File: src/design/pcxrle_pkg.sv
// Package with shared constants, register indexes and control structs of the PCX row decoder.
package pcxrle_pkg;

  // Default width of the column and row counters and of the dimension registers
  localparam int unsigned DIM_BITS_DEF = 16;

  // Configuration port layout
  localparam int unsigned CFG_DATA_W = 16;
  localparam int unsigned CFG_IDX_W  = 2;

  // Register reset values
  localparam int unsigned LINE_BYTES_RST   = 320;
  localparam int unsigned IMAGE_WIDTH_RST  = 320;
  localparam int unsigned IMAGE_HEIGHT_RST = 200;

  // Byte coding: both top bits set marks a run header, low six bits are the count
  localparam logic [1:0]  RUN_MARK  = 2'b11;
  localparam int unsigned RUN_CNT_W = 6;

  typedef enum logic [CFG_IDX_W-1:0] {
    CFG_LINE_BYTES   = 2'd0,
    CFG_IMAGE_WIDTH  = 2'd1,
    CFG_IMAGE_HEIGHT = 2'd2
  } cfg_idx_e;

  // Controller to datapath
  typedef struct packed {
    logic in_run;   // controller is stepping a stored span
    logic accept;   // input byte transfer this cycle
    logic step;     // advance the stored span by one column
  } cmd_t;

  // Datapath to controller
  typedef struct packed {
    logic slot_free;  // output register can take a pixel this cycle
    logic span_more;  // current span continues after this column
  } status_t;

endpackage

File: src/design/pcxrle_intf.sv
// Handshake channel interfaces of the PCX row decoder: byte input, pixel output, register writes.
interface pcxrle_byte_if;
  logic       valid;
  logic       ready;
  logic [7:0] stream_byte;

  modport source (output valid, output stream_byte, input ready);
  modport sink (input valid, input stream_byte, output ready);
endinterface

interface pcxrle_pix_if;
  logic       valid;
  logic       ready;
  logic [7:0] pixel_value;
  logic       row_last;
  logic       image_last;
  logic       item_last;

  modport source (output valid, output pixel_value, output row_last, output image_last,
                  output item_last, input ready);
  modport sink (input valid, input pixel_value, input row_last, input image_last,
                input item_last, output ready);
endinterface

interface pcxrle_cfg_if;
  logic                              valid;
  logic                              ready;
  logic [pcxrle_pkg::CFG_IDX_W-1:0]  reg_index;
  logic [pcxrle_pkg::CFG_DATA_W-1:0] wr_data;

  modport source (output valid, output reg_index, output wr_data, input ready);
  modport sink (input valid, input reg_index, input wr_data, output ready);
endinterface

File: src/design/pcxrle_ctrl.sv
// Controller state machine of the PCX row decoder: takes bytes and sequences runs.
module pcxrle_ctrl (
  input  logic                clk_i,
  input  logic                rst_ni,
  input  logic                in_valid_i,
  output logic                in_ready_o,
  input  pcxrle_pkg::status_t sts_i,
  output pcxrle_pkg::cmd_t    cmd_o
);

  typedef enum logic [1:0] {
    S_IDLE = 2'b01,
    S_RUN  = 2'b10
  } state_e;

  state_e state_q, state_d;

  // Decide commands and next state
  always_comb begin
    cmd_o      = '0;
    in_ready_o = 1'b0;
    state_d    = state_q;
    case (state_q)
      S_IDLE: begin
        in_ready_o  = sts_i.slot_free;
        cmd_o.accept = in_valid_i && sts_i.slot_free;
        if (cmd_o.accept && sts_i.span_more) begin
          state_d = S_RUN;
        end
      end
      S_RUN: begin
        cmd_o.in_run = 1'b1;
        cmd_o.step   = sts_i.slot_free;
        if (cmd_o.step && !sts_i.span_more) begin
          state_d = S_IDLE;
        end
      end
      default: begin
        state_d = S_IDLE;
      end
    endcase
  end

  always_ff @(posedge clk_i or negedge rst_ni) begin
    if (!rst_ni) begin
      state_q <= S_IDLE;
    end else begin
      state_q <= state_d;
    end
  end

endmodule

File: src/design/pcxrle_dp.sv
// Datapath of the PCX row decoder: registers, run state, line counters and pixel output register.
module pcxrle_dp #(
  parameter int unsigned DIM_BITS = pcxrle_pkg::DIM_BITS_DEF
) (
  input  logic                              clk_i,
  input  logic                              rst_ni,
  input  pcxrle_pkg::cmd_t                  cmd_i,
  output pcxrle_pkg::status_t               sts_o,
  input  logic [7:0]                        stream_byte_i,
  input  logic                              cfg_valid_i,
  input  logic [pcxrle_pkg::CFG_IDX_W-1:0]  cfg_index_i,
  input  logic [pcxrle_pkg::CFG_DATA_W-1:0] cfg_data_i,
  input  logic                              out_ready_i,
  output logic                              out_valid_o,
  output logic [7:0]                        pixel_value_o,
  output logic                              row_last_o,
  output logic                              image_last_o,
  output logic                              item_last_o
);

  localparam int unsigned CW = pcxrle_pkg::RUN_CNT_W;

  logic [DIM_BITS-1:0] line_bytes_q, image_width_q, image_height_q;
  logic                run_waiting_q;
  logic [CW-1:0]       run_length_q;
  logic [CW-1:0]       rem_q;
  logic [7:0]          value_q;
  logic [DIM_BITS-1:0] col_q, row_q;
  logic                out_valid_q;
  logic [7:0]          pix_q;
  logic                row_last_q, image_last_q, item_last_q;

  logic [DIM_BITS-1:0] lb_eff, h_eff, vis;
  logic                is_header, span_act, do_step;
  logic [7:0]          cur_value;
  logic [CW-1:0]       cur_rem;
  logic [DIM_BITS:0]   col_inc;
  logic                ge_lb, line_done, emit, rl, last_row, span_more, slot_free;

  // Effective dimensions: zero line length and zero height act as one
  assign lb_eff = (line_bytes_q == '0) ? DIM_BITS'(1) : line_bytes_q;
  assign h_eff  = (image_height_q == '0) ? DIM_BITS'(1) : image_height_q;
  assign vis    = (image_width_q < lb_eff) ? image_width_q : lb_eff;

  // Select the span source: stored run or the byte in transfer
  assign is_header = (stream_byte_i[7:6] == pcxrle_pkg::RUN_MARK);
  assign cur_value = cmd_i.in_run ? value_q : stream_byte_i;
  assign cur_rem   = cmd_i.in_run ? rem_q :
                     (run_waiting_q ? run_length_q : CW'(1));
  assign span_act  = cmd_i.in_run ||
                     (run_waiting_q ? (run_length_q != '0) : !is_header);
  assign do_step   = cmd_i.step || (cmd_i.accept && span_act);

  // Column step: emit when visible, close the line at its end
  assign col_inc   = {1'b0, col_q} + (DIM_BITS+1)'(1);
  assign ge_lb     = (col_q >= lb_eff);
  assign line_done = ge_lb || (col_inc >= {1'b0, lb_eff});
  assign emit      = (col_q < vis);
  assign rl        = (col_q == vis - DIM_BITS'(1));
  assign last_row  = (row_q >= h_eff - DIM_BITS'(1));
  assign span_more = span_act && !line_done && (cur_rem != CW'(1));
  assign slot_free = !out_valid_q || out_ready_i;

  assign sts_o.slot_free = slot_free;
  assign sts_o.span_more = span_more;

  // Configuration registers
  always_ff @(posedge clk_i or negedge rst_ni) begin
    if (!rst_ni) begin
      line_bytes_q   <= DIM_BITS'(pcxrle_pkg::LINE_BYTES_RST);
      image_width_q  <= DIM_BITS'(pcxrle_pkg::IMAGE_WIDTH_RST);
      image_height_q <= DIM_BITS'(pcxrle_pkg::IMAGE_HEIGHT_RST);
    end else if (cfg_valid_i) begin
      case (cfg_index_i)
        pcxrle_pkg::CFG_LINE_BYTES:   line_bytes_q   <= cfg_data_i[DIM_BITS-1:0];
        pcxrle_pkg::CFG_IMAGE_WIDTH:  image_width_q  <= cfg_data_i[DIM_BITS-1:0];
        pcxrle_pkg::CFG_IMAGE_HEIGHT: image_height_q <= cfg_data_i[DIM_BITS-1:0];
        default: ;
      endcase
    end
  end

  // Run header tracking
  always_ff @(posedge clk_i or negedge rst_ni) begin
    if (!rst_ni) begin
      run_waiting_q <= 1'b0;
      run_length_q  <= '0;
    end else if (cmd_i.accept) begin
      if (run_waiting_q) begin
        run_waiting_q <= 1'b0;
        run_length_q  <= '0;
      end else if (is_header) begin
        run_waiting_q <= 1'b1;
        run_length_q  <= stream_byte_i[CW-1:0];
      end
    end
  end

  // Line and row counters
  always_ff @(posedge clk_i or negedge rst_ni) begin
    if (!rst_ni) begin
      col_q <= '0;
      row_q <= '0;
    end else if (do_step) begin
      if (line_done) begin
        col_q <= '0;
        row_q <= last_row ? '0 : row_q + DIM_BITS'(1);
      end else begin
        col_q <= col_inc[DIM_BITS-1:0];
      end
    end
  end

  // Hold the rest of a span
  always_ff @(posedge clk_i) begin
    if (do_step && span_more) begin
      value_q <= cur_value;
      rem_q   <= cur_rem - CW'(1);
    end
  end

  // Output register
  always_ff @(posedge clk_i or negedge rst_ni) begin
    if (!rst_ni) begin
      out_valid_q <= 1'b0;
    end else if (do_step && emit) begin
      out_valid_q <= 1'b1;
    end else if (out_ready_i) begin
      out_valid_q <= 1'b0;
    end
  end

  always_ff @(posedge clk_i) begin
    if (do_step && emit) begin
      pix_q        <= cur_value;
      row_last_q   <= rl;
      image_last_q <= rl && last_row;
      item_last_q  <= rl || (cur_rem == CW'(1));
    end
  end

  assign out_valid_o   = out_valid_q;
  assign pixel_value_o = pix_q;
  assign row_last_o    = row_last_q;
  assign image_last_o  = image_last_q;
  assign item_last_o   = item_last_q;

endmodule

File: src/design/pcx_rle_row_decoder.sv
// Top level of the PCX row decoder: controller, datapath and channel hookup.
// A literal byte or the first column of a run is handled in the cycle its byte is
// transferred, so literals pass at one byte per cycle. A run data byte covers up to
// 63 columns, one column per cycle, through a single column counter; the input is held
// off for the remaining columns of the run, up to the line end, and a run header byte
// emits nothing. Columns in line padding are stepped but give no pixel. A single output
// register decouples the pixel side; a stalled output stalls column stepping.
module pcx_rle_row_decoder #(
  parameter int unsigned DIM_BITS = pcxrle_pkg::DIM_BITS_DEF
) (
  input  logic         clk_i,
  input  logic         rst_ni,
  pcxrle_byte_if.sink  stream_i,
  pcxrle_pix_if.source pixel_o,
  pcxrle_cfg_if.sink   cfg_i
);

  pcxrle_pkg::cmd_t    cmd;
  pcxrle_pkg::status_t sts;

  // Register writes are always taken
  assign cfg_i.ready = 1'b1;

  pcxrle_ctrl u_ctrl (
    .clk_i      (clk_i),
    .rst_ni     (rst_ni),
    .in_valid_i (stream_i.valid),
    .in_ready_o (stream_i.ready),
    .sts_i      (sts),
    .cmd_o      (cmd)
  );

  pcxrle_dp #(
    .DIM_BITS (DIM_BITS)
  ) u_dp (
    .clk_i         (clk_i),
    .rst_ni        (rst_ni),
    .cmd_i         (cmd),
    .sts_o         (sts),
    .stream_byte_i (stream_i.stream_byte),
    .cfg_valid_i   (cfg_i.valid),
    .cfg_index_i   (cfg_i.reg_index),
    .cfg_data_i    (cfg_i.wr_data),
    .out_ready_i   (pixel_o.ready),
    .out_valid_o   (pixel_o.valid),
    .pixel_value_o (pixel_o.pixel_value),
    .row_last_o    (pixel_o.row_last),
    .image_last_o  (pixel_o.image_last),
    .item_last_o   (pixel_o.item_last)
  );

endmodule

File: src/flat_wrapper.sv
// flat-port wrapper written by rule: the top's interface ports become plain ports
module pcx_rle_row_decoder_flat 
#(
  parameter int unsigned DIM_BITS = pcxrle_pkg::DIM_BITS_DEF
)
  (clk_i, rst_ni, stream_i_valid, stream_i_stream_byte, stream_i_ready, pixel_o_valid, pixel_o_pixel_value, pixel_o_row_last, pixel_o_image_last, pixel_o_item_last, pixel_o_ready, cfg_i_valid, cfg_i_reg_index, cfg_i_wr_data, cfg_i_ready);
  pcxrle_byte_if stream_i_i ();
  pcxrle_pix_if pixel_o_i ();
  pcxrle_cfg_if cfg_i_i ();
  input  logic clk_i;
  input  logic rst_ni;
  input wire logic [$bits(stream_i_i.valid)-1:0] stream_i_valid;
  input wire logic [$bits(stream_i_i.stream_byte)-1:0] stream_i_stream_byte;
  output wire logic [$bits(stream_i_i.ready)-1:0] stream_i_ready;
  output wire logic [$bits(pixel_o_i.valid)-1:0] pixel_o_valid;
  output wire logic [$bits(pixel_o_i.pixel_value)-1:0] pixel_o_pixel_value;
  output wire logic [$bits(pixel_o_i.row_last)-1:0] pixel_o_row_last;
  output wire logic [$bits(pixel_o_i.image_last)-1:0] pixel_o_image_last;
  output wire logic [$bits(pixel_o_i.item_last)-1:0] pixel_o_item_last;
  input wire logic [$bits(pixel_o_i.ready)-1:0] pixel_o_ready;
  input wire logic [$bits(cfg_i_i.valid)-1:0] cfg_i_valid;
  input wire logic [$bits(cfg_i_i.reg_index)-1:0] cfg_i_reg_index;
  input wire logic [$bits(cfg_i_i.wr_data)-1:0] cfg_i_wr_data;
  output wire logic [$bits(cfg_i_i.ready)-1:0] cfg_i_ready;
  assign stream_i_i.valid = stream_i_valid;
  assign stream_i_i.stream_byte = stream_i_stream_byte;
  assign stream_i_ready = stream_i_i.ready;
  assign pixel_o_valid = pixel_o_i.valid;
  assign pixel_o_pixel_value = pixel_o_i.pixel_value;
  assign pixel_o_row_last = pixel_o_i.row_last;
  assign pixel_o_image_last = pixel_o_i.image_last;
  assign pixel_o_item_last = pixel_o_i.item_last;
  assign pixel_o_i.ready = pixel_o_ready;
  assign cfg_i_i.valid = cfg_i_valid;
  assign cfg_i_i.reg_index = cfg_i_reg_index;
  assign cfg_i_i.wr_data = cfg_i_wr_data;
  assign cfg_i_ready = cfg_i_i.ready;
  pcx_rle_row_decoder #(.DIM_BITS(DIM_BITS)) u_core (.clk_i(clk_i), .rst_ni(rst_ni), .stream_i(stream_i_i), .pixel_o(pixel_o_i), .cfg_i(cfg_i_i));
endmodule
File: config.mk
export PLATFORM = sky130hd
export DESIGN_NAME = pcx_rle_row_decoder_flat
export DESIGN_NICKNAME = d
export VERILOG_FILES = /design/src/design/pcxrle_pkg.sv /design/src/design/pcxrle_intf.sv /design/src/design/pcxrle_ctrl.sv /design/src/design/pcxrle_dp.sv /design/src/design/pcx_rle_row_decoder.sv /design/src/flat_wrapper.sv
export SDC_FILE = /design/constraint.sdc
export NUM_CORES = 1
export LEC_CHECK = 0
export BUFFER_PORTS_ARGS = -buffer_cell sky130_fd_sc_hd__buf_2
export CORE_MARGIN = 10
export CORE_UTILIZATION = 50
export DETAILED_ROUTE_END_ITERATION = 10
export GPL_TIMING_DRIVEN = 1
export PLACE_DENSITY_LB_ADDON = 0.12
export SLEW_MARGIN = 20
export SYNTH_ARGS = -nofsm -noshare
export SYNTH_HDL_FRONTEND = slang
export SYNTH_SLANG_ARGS = --single-unit
File: constraint.sdc
create_clock -name clk_i -period 6.9 [get_ports clk_i]
set_input_delay 1.38 -clock clk_i [delete_from_list [all_inputs] [get_ports clk_i]]
set_output_delay 1.38 -clock clk_i [all_outputs]
set_load 0.02 [all_outputs]
# Yosys cells after proc, flatten, opt, wreduce, memory -nomap -nowiden
# Cells that the tools add are included.
[totals] out_inout_bits=14 word_cells=87 input_bits=31 register_bits=115
[classes] mux=22 n_addsub=5 order_cmp=5 reduce_logical=30 n_eq_ne=10
[op_table] cell="$mux 16" n=5
[op_table] cell="$ge 16x16->1" n=2
[op_table] cell="$logic_not 16->1" n=2
[op_table] cell="$lt 16x16->1" n=2
[op_table] cell="$sub 16x1->16 const B" n=2
[op_table] cell="$mux 6" n=4
[op_table] cell="$add 16x1->17 const B" n=1
[op_table] cell="$ge 17x16->1" n=1
[op_table] cell="$add 16x1->16 const B" n=1
[op_table] cell="$eq 16x16->1" n=1
[op_table] cell="$reduce_and 2->1" n=6
[op_table] cell="$logic_and 1x1->1" n=9
[op_table] cell="$mux 1" n=9
[op_table] cell="$mux 8" n=1
[op_table] cell="$eq 2x2->1 const B" n=3
[op_table] cell="$eq 6x1->1 const B" n=1
[op_table] cell="$ne 6x1->1 const B" n=1
[op_table] cell="$reduce_bool 6->1" n=1
[op_table] cell="$sub 6x1->6 const B" n=1
[op_table] cell="$logic_or 1x1->1" n=5
[op_table] cell="$eq 2x1->1 const B" n=2
[op_table] cell="$logic_not 1->1" n=4
[op_table] cell="$mux 2" n=2
[op_table] cell="$ne 2x2->1 const B" n=2
[op_table] cell="3 further kinds" n=4

# Longest topological paths before layout
# Gate-level depths: netlist (run 1).
[logic_depth] ltp_word=11 ltp_mapped=23 ltp_nobuf=21

# Hierarchy
# From an unflattened synthesis (run 1), not the netlist that was laid out.
[hier_totals] hier_cells=933 hier_area_um2=8690.8
[by_module_without_submodules] mod="pcxrle_dp" instances=1 seq_area_each_um2=2961.6 area_each_um2=8569.5 cells_per_inst=922
[by_module_without_submodules] mod="pcxrle_ctrl" instances=1 seq_area_each_um2=51.3 area_each_um2=110.1 cells_per_inst=9
[by_module_without_submodules] mod="pcx_rle_row_decoder" instances=1 seq_area_each_um2=0.0 area_each_um2=11.3 cells_per_inst=2

# Worst setup path after synthesis (run 1)
# No wires, ideal clock.
[synth_timing] path_kind="register to register" start="register u_core.u_dp.line_bytes_q[12]" end="register u_core.u_dp.image_last_q, in the netlist u_core.u_dp.image_last_o, enable pin" setup_time_ps=396 required_ps=6504 t_arrival_ps=4788 path_stages_with_launch=23 slack_ps=1716 period_less_slack_ps=5184 n_path_buf=3 path_cell_list="dfrtp_1 > inv_1 > ha_1 > and3_1 > a22oi_1 > a21oi_1 > or3_1 > clkbuf_1 > nor2_8 > buf_6 > clkbuf_1 > nor2_1 > a21oi_1 > ha_1 > nor2b_1 > o21a_1 > o21a_1 > o21a_1 > o21a_1 > o21a_1 > o21ai_0 > a21oi_1 > o21ai_0"
[synth_via] elab_chain_cells=6
[synth_rtl] element="start: declaration" line="pcxrle_dp.sv:23" text="logic [DIM_BITS-1:0] line_bytes_q, image_width_q, image_height_q;"
[synth_rtl] element="start signal: assignment" line="pcxrle_dp.sv:70" text="line_bytes_q <= DIM_BITS'(pcxrle_pkg::LINE_BYTES_RST);"
[synth_rtl] element="start signal: assignment" line="pcxrle_dp.sv:75" text="pcxrle_pkg::CFG_LINE_BYTES: line_bytes_q <= cfg_data_i[DIM_BITS-1:0];"
[synth_rtl] element="$logic_not 16->1" line="pcxrle_dp.sv:41" text="assign lb_eff = (line_bytes_q == '0) ? DIM_BITS'(1) : line_bytes_q;"
[synth_rtl] element="$mux 16 (*)" line="pcxrle_dp.sv:41"
[synth_rtl] element="$lt 16x16->1" line="pcxrle_dp.sv:43" text="assign vis = (image_width_q < lb_eff) ? image_width_q : lb_eff;"
[synth_rtl] element="$mux 16 (*)" line="pcxrle_dp.sv:43"
[synth_rtl] element="$lt 16x16->1 (*)" line="pcxrle_dp.sv:58" text="assign emit = (col_q < vis);"
[synth_rtl] element="$logic_and 1x1->1 (*)" line="pcxrle_dp.sv:134" text="if (do_step && emit) begin"
[synth_rtl] element="end signal: assignment" line="pcxrle_dp.sv:137" text="image_last_q <= rl && last_row;"
[synth_rtl] element="end: declaration" line="pcxrle_dp.sv:31" text="logic row_last_q, image_last_q, item_last_q;"
# Mark *: on every way between the ends. The rest lies on a longest branch, timed or not.
# A chain may end at the register's enable or synchronous reset.

# Worst setup path in the final report (run 1)
[layout_timing] start="register u_core.u_dp.image_height_q[4]" end="register u_core.u_dp.row_q[8]"
[layout_via] elab_chain_cells=5
[layout_rtl] element="start: declaration" line="pcxrle_dp.sv:23"
[layout_rtl] element="start signal: assignment" line="pcxrle_dp.sv:72" text="image_height_q <= DIM_BITS'(pcxrle_pkg::IMAGE_HEIGHT_RST);"
[layout_rtl] element="start signal: assignment" line="pcxrle_dp.sv:77" text="pcxrle_pkg::CFG_IMAGE_HEIGHT: image_height_q <= cfg_data_i[DIM_BITS-1:0];"
[layout_rtl] element="$logic_not 16->1" line="pcxrle_dp.sv:42" text="assign h_eff = (image_height_q == '0) ? DIM_BITS'(1) : image_height_q;"
[layout_rtl] element="$mux 16 (*)" line="pcxrle_dp.sv:42"
[layout_rtl] element="$sub 16x1->16 (*)" line="pcxrle_dp.sv:60" text="assign last_row = (row_q >= h_eff - DIM_BITS'(1));"
[layout_rtl] element="$ge 16x16->1 (*)" line="pcxrle_dp.sv:60"
[layout_rtl] element="$mux 16 (*)" line="pcxrle_dp.sv:107" text="row_q <= last_row ? '0 : row_q + DIM_BITS'(1);"
[layout_rtl] element="end signal: assignment" line="pcxrle_dp.sv:107"
[layout_rtl] element="end: declaration" line="pcxrle_dp.sv:28" text="logic [DIM_BITS-1:0] col_q, row_q;"
# Marks and branches as above.

==> impl_results.md, run 1 <==
* Post-synth EDFFs at 25
* Setup_tns at 0 ps
* Element type at the critical path end: register
* Vias post-DR at 6864
* Gates resized, CTS repair at 0
* Crit path launch: u_core.u_dp.image_height_q[4]
* Met2 usage at 31.8%
* GP Congestion at 0.944
* Count leader, synth: nand2_1
* CP Max Fanout at 10
* Chain of cells forming the critical path: or4_1, or3_1, or4_1, nor4_1, a21oi_1, ha_1, ha_1, a21o_1, a21o_1, a21o_1, a21o_1, a2111oi_0, nor4_1, buf_4, nor2_2, nand3b_1, o41ai_1
* First-pass GRT wire length at 35100 um
* Pins Over Slew Limit at 0
* Setup CP Type: reg2reg
* Core area at 15900 um^2
* Crit-path max cell delay at 590 ps
* Largest net degree at the start of global routing at 65
* Worst reg2reg endpoint: u_core.u_dp.row_q[8]
* Status: finished clean
* Commonest cells post-synth: nand2_1, ha_1, dfrtp_1
* Synth top area share at 25.1%
* Area contributors post-synth: dfrtp_1, ha_1, edfxtp_1
* Part of the cycle the worst path needs at 80.9%
* Setup violations, final at 0
* Peak VDD IR at 0.000248 V
* Final WL at 21400 um
* CTS Sinks at 115
* Final hold violation count at 0
* RSZ-0062 raised after global routing: false
* FF-to-FF setup slack at 1320 ps
* Die W at 148 um
* Initial core utilization at 51.2%
* CP arrival at 5880 ps
* DRC Markers at 0
* Syn Nets at 993
* Die height at 148 um
* Max-cap viol count at 0
* Hold path start: u_core.u_dp.image_height_q[0]
* Total gr overflow at 0
* Final ANT Viol Nets at 0
* Worst R2R Start: u_core.u_dp.image_height_q[4]
* Grt met1 use at 26.2%
* Register area at 3010 um^2
* Post-CTS setup repair buffer count at 0
* Syn_area_per_cell at 9.31 um^2
* PortBufs at 43
* Warnings from Yosys at 0
* Worst hold-check path type: reg2reg
* CTS Buf Count at 17
* H-tree Lvls at 4
* Per-cell routed wire length at 18.7 um
* Final nets at 1030
* Cell Area, Synth at 8170 um^2
* CTS tree: built
* Gr busiest metal: met2
* Worst Skew at 9.88 ps
* Clock latency on the worst-skew pair at 420 ps
* Asr flop ratio synth at 78.3%
* Antenna violations before repair at 0
* Post-route cell area at 9240 um^2
* Worst Hold End: u_core.u_dp.image_height_q[0]
* Place WS at 1320 ps
* Max frequency at 179 MHz
* GRT Util Overall at 19.7%
* Area grow syn2layout at 13.1%
* Required @ worst endpoint at 7200 ps
* Share of layout cells above drive strength 1 at 15.5%
* Least-Margin Pin Slew at 989 ps
* Critical path launch point type: register
* FF-to-FF path depth at 17
* Root buffer cell: clkbuf_16
* Setup WS post-layout at 1320 ps
* Pwr Density at 354 nW/um^2
* Clock-pin slew on the worst setup and hold paths at 50 ps
* CP max stage cell: or4_1
* DRT iter0 DRCs at 438
* Area of the multi-input gates at 4930 um^2
* Dominant cell type by area after synthesis: dfrtp_1
* Vias in the first global route at 6740
* Worst hold path depth at 1
* N_diodes at 0
* Minimum clock period at 5580 ps
* Placement Cell Area at 8580 um^2
* DR vias/cell at 6.01
* CTS Hold Buffers Added at 0
* DRT Pass-1 Iters at 5
* Max clock buf depth at 2
* Num ports at 45
* Netlist cell types at 65
* Slew margin rel. at 33.4%
* Static leakage at 4.02 nW
* Site row count at 46
* Die Area at 21800 um^2
* Fillers at 1388
* M3 GR Usage at 3.33%
* Synth Flop Type: dfrtp_1
* CP dominant cell by count: a21o_1
* DP HPWL at 16400 um
* Sequential area share after synthesis at 36.9%
* Synthesized flop and latch total at 115
* Post-Synthesis Cells at 877
* Final hold slack at 523 ps
## area by class of cell
cell class              count  share of cell area [%]
well taps                 216                    2.93
clock inverters            13                    2.23
multi-input cells         701                    53.4
clock buffers              19                    4.79
repair buffers             49                    2.84
flip-flops and latches    115                    32.6
inverters                  30                    1.22
## power by group
part | switching, mW | internal, mW
combinational | 0.718 | 0.503
clock | 0.319 | 0.650
sequential | 0.192 | 0.888
total | 1.23 | 2.04
## cell usage in the layout, fill, tap and decap left out, types with 5 or more instances in the layout
master / instances
nand2_1: 96
ha_1: 85
dfrtp_1: 82
nor2_1: 51
o21ai_0: 49
a21oi_1: 47
xnor2_1: 42
buf_2: 42
nand3_1: 39
mux2_2: 34
nor3_1: 31
inv_1: 30
edfxtp_1: 25
and3_1: 17
clkbuf_16: 17
a21o_1: 15
nand4_1: 14
nor2b_1: 12
o21a_1: 11
xor2_1: 11
nor4_1: 11
o31ai_1: 11
or3_1: 10
dfstp_2: 8
a22oi_1: 7
o22ai_1: 7
a22o_1: 7
buf_4: 7
o41ai_1: 6
or2_2: 6
o211ai_1: 6
a211o_1: 6
nand2b_1: 5
a31oi_1: 5
mux2i_1: 5
bufinv_16: 5
## critical path: cells and delay by family, from the launching register on
family | cells | cell delay (ps)
DFF | 1 | 430
buffers and inverters | 1 | 190
AOI/OAI and AO/OA | 7 | 1660
and+or+nand+nor | 7 | 2590
adders and majority gates | 2 | 580
## state kept, by name, indices dropped and copies added (netlist names)
| signal | count |
|---|---|
| u_core.u_dp.value_q | 8 |
| u_core.u_dp.image_width_q | 16 |
| u_core.u_dp.line_bytes_q | 16 |
| u_core.u_dp.row_q | 16 |
| u_core.u_dp.row_last_o | 1 |
| u_core.u_dp.run_length_q | 6 |
| u_core.u_dp.item_last_o | 1 |
| u_core.u_dp.image_height_q | 16 |
| u_core.u_ctrl.state_q | 2 |
| u_core.u_dp.out_valid_o | 1 |
| u_core.u_dp.rem_q | 6 |
| u_core.u_dp.image_last_o | 1 |
| u_core.u_dp.col_q | 16 |
| u_core.u_dp.run_waiting_q | 1 |
| u_core.u_dp.pixel_value_o | 8 |
## how the worst max path moves through the flow
stage / endpoint / slack [ps] / cells after the start
final: u_core.u_dp.row_q[8] / 1320 / 17
after global routing: u_core.u_dp.row_q[8] / 980 / 17
after global placement: u_core.u_dp.rem_q[4] / 1550 / 17
after detailed placement: u_core.u_dp.row_q[8] / 1320 / 17
after CTS: u_core.u_dp.row_q[8] / 1300 / 17
after floorplan: u_core.u_dp.image_last_o / 1720 / 22
## layer usage
metal	part of all wire (%)	wire length [um]	vias up
met2	47	10100	224
met4	1.8	387	0
met5	0	0	-
li1	-	-	3308
met3	4.7	1020	34
met1	47	9960	3298
## cell families after synthesis
family / synth area share, %
XOR/XNOR: 5.68
multiplexers: 5.30
flip-flops: 36.9
AND/OR/NAND/NOR: 20.1
adder cells (fa/ha/maj): 13.0
other: 0.0459
buffers and inverters: 2.96
AO/OA/AOI/OAI: 15.9
## per-stage QoR
| stage | std cells | utilization, % | power [mW] |
|---|---|---|---|
| after detailed placement | 1111 | 53.8 | 2.30 |
| after global placement | 1111 | 53.8 | 2.25 |
| after floorplan | 877 | - | 1.94 |
| final | 1143 | 57.9 | 3.27 |
| after global routing | 1143 | 57.9 | 3.48 |
| after CTS | 1143 | 57.9 | 3.28 |
(Power assumes the default switching activity.)
==> inputs of run 2 (changes only) <==
Clock period 6.9 ns to 4.7 ns, I/O delays scaled along.
==> impl_results.md, run 2 (synthesis gave the netlist of run 1 again) <==
* Per-cell routed wire length at 18.5 um (-1.4%)
* Required @ worst endpoint at 5020 ps (-2180 ps)
* Part of the power in registers at 32.7% (-0.3 points)
* FF-to-FF setup slack at 80 ps (-1240 ps)
* Max clock buf depth at 2 (unchanged)
* Die W at 148 um (unchanged)
* Clock network power share at 26.4% (-3.2 points)
* Slew margin rel. at 37.4% (+4.0 points)
* Element type at the critical path end: register
* Fillers at 1394 (+0.43%)
* Worst Skew at 8.67 ps (-1.21 ps)
* Final Power at 4.81 mW (+47%)
* Final ANT Viol Nets at 0 (unchanged)
* Area grow syn2layout at 17.3%
* Share of layout cells above drive strength 1 at 20.5% (+5.0 points)
* Setup_tns at 0 ps (unchanged)
* Placement Cell Area at 8910 um^2 (+3.8%)
* Critical path launch point type: register
* PortBufs at 43 (unchanged)
* CTS Buf Count at 17 (unchanged)
* Max-cap viol count at 0 (unchanged)
* Combinational Power Share at 40.8% (+3.5 points)
* Peak VDD IR at 0.000290 V (+17%)
* Final hold slack at 535 ps (+12.6 ps)
* Status: finished clean
* N_diodes at 0 (unchanged)
* CTS Hold Buffers Added at 0 (unchanged)
* Minimum clock period at 4620 ps (-962 ps)
* Sw Share at 39.7% (+2.1 points)
* Site row count at 46 (unchanged)
* NetSw at 1.91 mW (+55%)
* Num ports at 45 (unchanged)
* Core area at 15900 um^2 (unchanged)
* Post-route cell area at 9580 um^2 (+3.7%)
* GP Congestion at 0.931 (-1.4%)
* Antenna violations before repair at 0 (unchanged)
* Pwr Density at 502 nW/um^2 (+42%)
* Final hold violation count at 0 (unchanged)
* Root buffer cell: clkbuf_16
* Initial core utilization at 51.2% (unchanged)
* Crit path launch: u_core.u_dp.image_height_q[4]
* H-tree Lvls at 4 (unchanged)
* Total gr overflow at 0 (unchanged)
* Vias post-DR at 7002 (+2.0%)
* DRT iter0 DRCs at 496 (+13%)
* Int Power at 2.90 mW (+42%)
* Worst hold-check path type: reg2reg
* DR vias/cell at 5.93 (-1.2%)
* Most common cell after layout, fill and taps aside: nand2_1
* Worst R2R Start: u_core.u_dp.image_height_q[4]
* Least-Margin Pin Slew at 938 ps (-51.1 ps)
* Final nets at 1067 (+3.6%)
* CTS tree: built
* Pins Over Slew Limit at 0 (unchanged)
* GRT Util Overall at 19.9% (+0.23 points)
* DRC Markers at 0 (unchanged)
* Largest net degree at the start of global routing at 72 (+11%)
* Static leakage at 4.21 nW (+4.6%)
* CP Max Fanout at 4 (-6)
* Setup violations, final at 0 (unchanged)
* Vias in the first global route at 6972 (+3.4%)
* Commonest cells after routing, fill and taps aside: nand2_1, ha_1, dfrtp_1
* Worst reg2reg endpoint: u_core.u_dp.row_q[8]
* Setup CP Type: reg2reg
* FF-to-FF path depth at 17 (unchanged)
* End of the critical path: u_core.u_dp.row_q[8]
* Part of the cycle the worst path needs at 98.3% (+17 points)
* Die Area at 21800 um^2 (unchanged)
* DRT Pass-1 Iters at 5 (unchanged)
* First-pass GRT wire length at 35500 um (+1.3%)
* Clock latency on the worst-skew pair at 420 ps (about the same)
* Max frequency at 217 MHz (+21%)
* Die height at 148 um (unchanged)
* CP arrival at 4940 ps (-940 ps)
* RSZ-0062 raised after global routing: true
* Clock-pin slew on the worst setup and hold paths at 60 ps (about the same)
* DP HPWL at 16500 um (+0.83%)
* CTS Sinks at 115 (unchanged)
* Final WL at 21800 um (+1.8%)
==> run 2: cell count changes in the layout (fill, tap and decap cells not counted), sizes merged <==
cell	previous run	this run
clkbuf	19	17
clkinv	6	4
clkinvlp	1	2
buf	49	86
inv	31	38
bufinv	5	1
==> run 2: worst max-delay path, stage by stage, from the launching register on <==
cell and delay [ps]:
dfrtp_1 380, or4_4 530, or3_4 350, or4_4 470, nor4_4 320, a21oi_2 100, ha_1 290, ha_1 280
a21o_1 160, a21o_1 170, a21o_1 170, a21o_1 200, a2111oi_4 360, nor4_4 110, nor2_4 100, nand3b_1 120
buf_6 150, o41ai_2 270
==> run 2: what timing repair did <==
action | 4_1_cts | 5_1_grt
cloned | 0 | 0
resized for setup | 1 | 15
endpoints found under the setup margin | 7 | 35
buffers inserted | 2 | 2
endpoints found under the hold margin | 0 | 0
pin swaps | 0 | 8
==> run 2: power groups by stage <==
stage	clock, mW	sequential (mW)	combinational, mW
floorplan	0	1.55	1.31
global placement	0	1.57	1.87
detailed placement	0	1.58	1.93
CTS	1.29	1.57	1.95
global route	1.34	1.61	2.19
finish	1.27	1.58	1.96
==> run 2: worst min-delay path by stage <==
stage	start	end	slack [ps]	cells after the start
floorplan	u_core.u_dp.run_length_q[2]	u_core.u_dp.run_length_q[2]	490	2
global placement	u_core.u_dp.value_q[2]	u_core.u_dp.value_q[2]	520	2
detailed placement	u_core.u_dp.image_height_q[0]	u_core.u_dp.image_height_q[0]	520	1
CTS	u_core.u_dp.image_height_q[0]	u_core.u_dp.image_height_q[0]	530	1
global route	u_core.u_dp.value_q[5]	u_core.u_dp.value_q[5]	570	2
finish	u_core.u_dp.value_q[6]	u_core.u_dp.value_q[6]	540	2
==> run 2: stage by stage <==
| stage | util, % | setup slack (ps) | cells |
|---|---|---|---|
| 2_1_floorplan | - | 20.8 | 877 |
| 3_3_place_gp | 55.9 | 27.7 | 1144 |
| 3_5_place_dp | 55.9 | -70.9 | 1144 |
| 4_1_cts | 59.6 | 3.71 | 1178 |
| 5_1_grt | 60.1 | -111 | 1180 |
| 6_report | 60.1 | 81.7 | 1180 |
==> run 2: layout make-up <==
class	instances	area, um^2	share of cell area, %
inverter	30	113	1.18
clock buffer	17	425	4.44
timing repair buffer	86	569	5.94
clock inverter	15	148	1.54
tap	216	270	2.82
multi-input combinational	701	5040	52.6
sequential	115	3010	31.4
==> run 2: layer usage <==
layer / global-route usage [%] / part of all wire, % / vias to the layer above
met2: 31.7 / 46 / 213
met5: 0 / 0 / -
met1: 26.6 / 47 / 3378
met4: 6.34 / 1.8 / 0
met3: 4.15 / 5.5 / 35
li1: - / - / 3376
==> inputs of run 3 (changes only) <==
Settings changed: CORE_MARGIN 10 to 4, CORE_UTILIZATION 50 to 35.
==> impl_results.md, run 3 (synthesis gave the netlist of run 1 again) <==
* DR vias/cell at 5.23 (-12%)
* Status: finished clean
* Final hold violation count at 0 (unchanged)
* Setup WS post-layout at 160 ps (+78.6 ps)
* CP Max Fanout at 7 (+3)
* Num ports at 45 (unchanged)
* Clock latency on the worst-skew pair at 420 ps (about the same)
* Total gr overflow at 0 (unchanged)
* Commonest cells after routing, fill and taps aside: nand2_1, ha_1, dfrtp_1
* CTS Sinks at 115 (unchanged)
* Final ANT Viol Nets at 0 (unchanged)
* Required @ worst endpoint at 5010 ps (about the same)
* Place WS at 22.0 ps (+92.8 ps)
* Final WL at 22300 um (+2.2%)
* GP Congestion at 0.845 (-9.3%)
* Final nets at 1081 (+1.3%)
* Site row count at 55 (+20%)
* Share of layout cells above drive strength 1 at 21.2% (+0.63 points)
* Worst Skew at 11.8 ps (+3.14 ps)
* Peak VDD IR at 0.000222 V (-24%)
* Worst hold path depth at 2 (unchanged)
* CTS tree: built
* Pwr Density at 499 nW/um^2 (-0.59%)
* Stages on worst setup path at 17 (unchanged)
* Slew margin rel. at 35.8% (-1.7 points)
* N_diodes at 0 (unchanged)
* Max frequency at 220 MHz (+1.7%)
* DRT iter0 DRCs at 380 (-23%)
* Die W at 161 um (+8.8%)
* Die height at 161 um (+8.8%)
* CP max stage cell: or4_4
* Element type at the critical path end: register
* CP arrival at 4850 ps (-90 ps)
* Fillers at 2263 (+62%)
* Initial core utilization at 35.9% (-15 points)
* Vias post-DR at 6750 (-3.6%)
* H-tree Lvls at 4 (unchanged)
* FF-to-FF path depth at 17 (unchanged)
* Setup_tns at 0 ps (unchanged)
* Setup CP Type: reg2reg
* PortBufs at 43 (unchanged)
* Pins Over Slew Limit at 0 (unchanged)
* GRT Util Overall at 17.7% (-2.3 points)
* Final hold slack at 541 ps (+5.41 ps)
* Static leakage at 4.28 nW (+1.7%)
* Least-Margin Pin Slew at 961 ps (+22.3 ps)
* CTS Hold Buffers Added at 0 (unchanged)
* Root buffer cell: clkbuf_16
* Die Area at 25800 um^2 (+18%)
* Per-cell routed wire length at 17.3 um (-6.5%)
* Chain of cells forming the critical path: or4_4, or3_4, or4_4, nor4_4, a21oi_2, ha_1, ha_1, a21o_1, a21o_1, a21o_1, a21o_1, a2111oi_4, nor4_4, nor2_4, nand3b_1, buf_4, o41ai_1
* DP HPWL at 17200 um (+3.9%)
* Area grow syn2layout at 20.3%
* Core area at 22800 um^2 (+43%)
* WL met2 at 10000 um (+1.1%)
* Part of the cycle the worst path needs at 96.6% (-1.7 points)
* CP dominant cell by count: a21o_1
* DRC Markers at 0 (unchanged)
* First-pass GRT wire length at 36800 um (+3.5%)
* Met3 wire len at 595 um (-51%)
* Critical path launch point type: register
* Largest net degree at the start of global routing at 69 (-4.2%)
* Setup violations, final at 0 (unchanged)
* Core Util, Final at 43.1% (-17 points)
* Most common cell after layout, fill and taps aside: nand2_1
* Crit-path max cell delay at 540 ps (about the same)
* Clock-pin slew on the worst setup and hold paths at 60 ps (about the same)
* Antenna violations before repair at 0 (unchanged)
* Max-cap viol count at 0 (unchanged)
* Routed met1 length at 11500 um (+12%)
* Vias in the first global route at 6673 (-4.3%)
* Worst hold-check path type: reg2reg
* Worst path bufs/invs at 1 (unchanged)
* Top cell family by delay on the critical path: simple AND/OR/NAND/NOR gates
* Minimum clock period at 4540 ps (-78.6 ps)
* Final Power at 4.90 mW (+1.9%)
* DRT Pass-1 Iters at 5 (unchanged)
* Max clock buf depth at 2 (unchanged)
* CTS Buf Count at 17 (unchanged)
* Top Layer Used: met4
==> run 3: path summary, 6_finish.rpt <==
path,start,end,slack (ps)
setup / recovery,u_core.u_dp.image_height_q[4],u_core.u_dp.row_q[8],160
hold / removal,u_core.u_dp.value_q[1],u_core.u_dp.pixel_value_o[1],540
setup reg to reg,u_core.u_dp.image_height_q[4],u_core.u_dp.row_q[8],160
hold reg to reg,u_core.u_dp.value_q[1],u_core.u_dp.pixel_value_o[1],540
max in group asynchronous,rst_ni,u_core.u_dp.col_q[3],3230
min in group asynchronous,rst_ni,u_core.u_dp.out_valid_o,630
==> run 3: area by class of cell <==
class                      count  area [um^2]  area share (%)
sequential                   115         3010            30.7
multi-input combinational    701         5020            51.1
timing repair buffer         100          683            6.96
inverter                      30          113            1.15
tap                          313          392            3.99
clock inverter                15          179            1.82
clock buffer                  17          425            4.33
==> run 3: power breakdown <==
part	internal [mW]	total, mW	switching, mW
combinational	0.880	2.00	1.12
sequential	1.30	1.55	0.245
clock	0.805	1.36	0.552
total	2.99	4.90	1.92
==> run 3: repair_timing <==
action	4_1_cts	5_1_grt
setup endpoints to repair	0	37
buffers inserted	0	2
resized for setup	0	9
==> run 3: metrics by stage <==
| step | instance area (um^2) | cells |
|---|---|---|
| 6_report | 9820 | 1291 |
| 5_1_grt | 9820 | 1291 |
| 4_1_cts | 9760 | 1289 |
| 3_5_place_dp | 9160 | 1257 |
| 3_3_place_gp | 9160 | 1257 |
| 2_1_floorplan | 8220 | 877 |
==> run 3: worst register-to-register path: stages (launching register included) <==
cell       delay, ps
dfrtp_1          370
or4_4            540
or3_4            340
or4_4            440
nor4_4           300
a21oi_2          100
ha_1             280
ha_1             270
a21o_1           150
a21o_1           160
a21o_1           170
a21o_1           190
a2111oi_4        350
nor4_4           100
nor2_4           100
nand3b_1         100
buf_4            180
o41ai_1          290
==> run 3: metal layers <==
| layer | vias to the layer above | track usage, % |
|---|---|---|
| met4 | 0 | 3.49 |
| li1 | 3413 | - |
| met5 | - | 0 |
| met3 | 13 | 2.85 |
| met1 | 3220 | 26.1 |
| met2 | 104 | 27.5 |
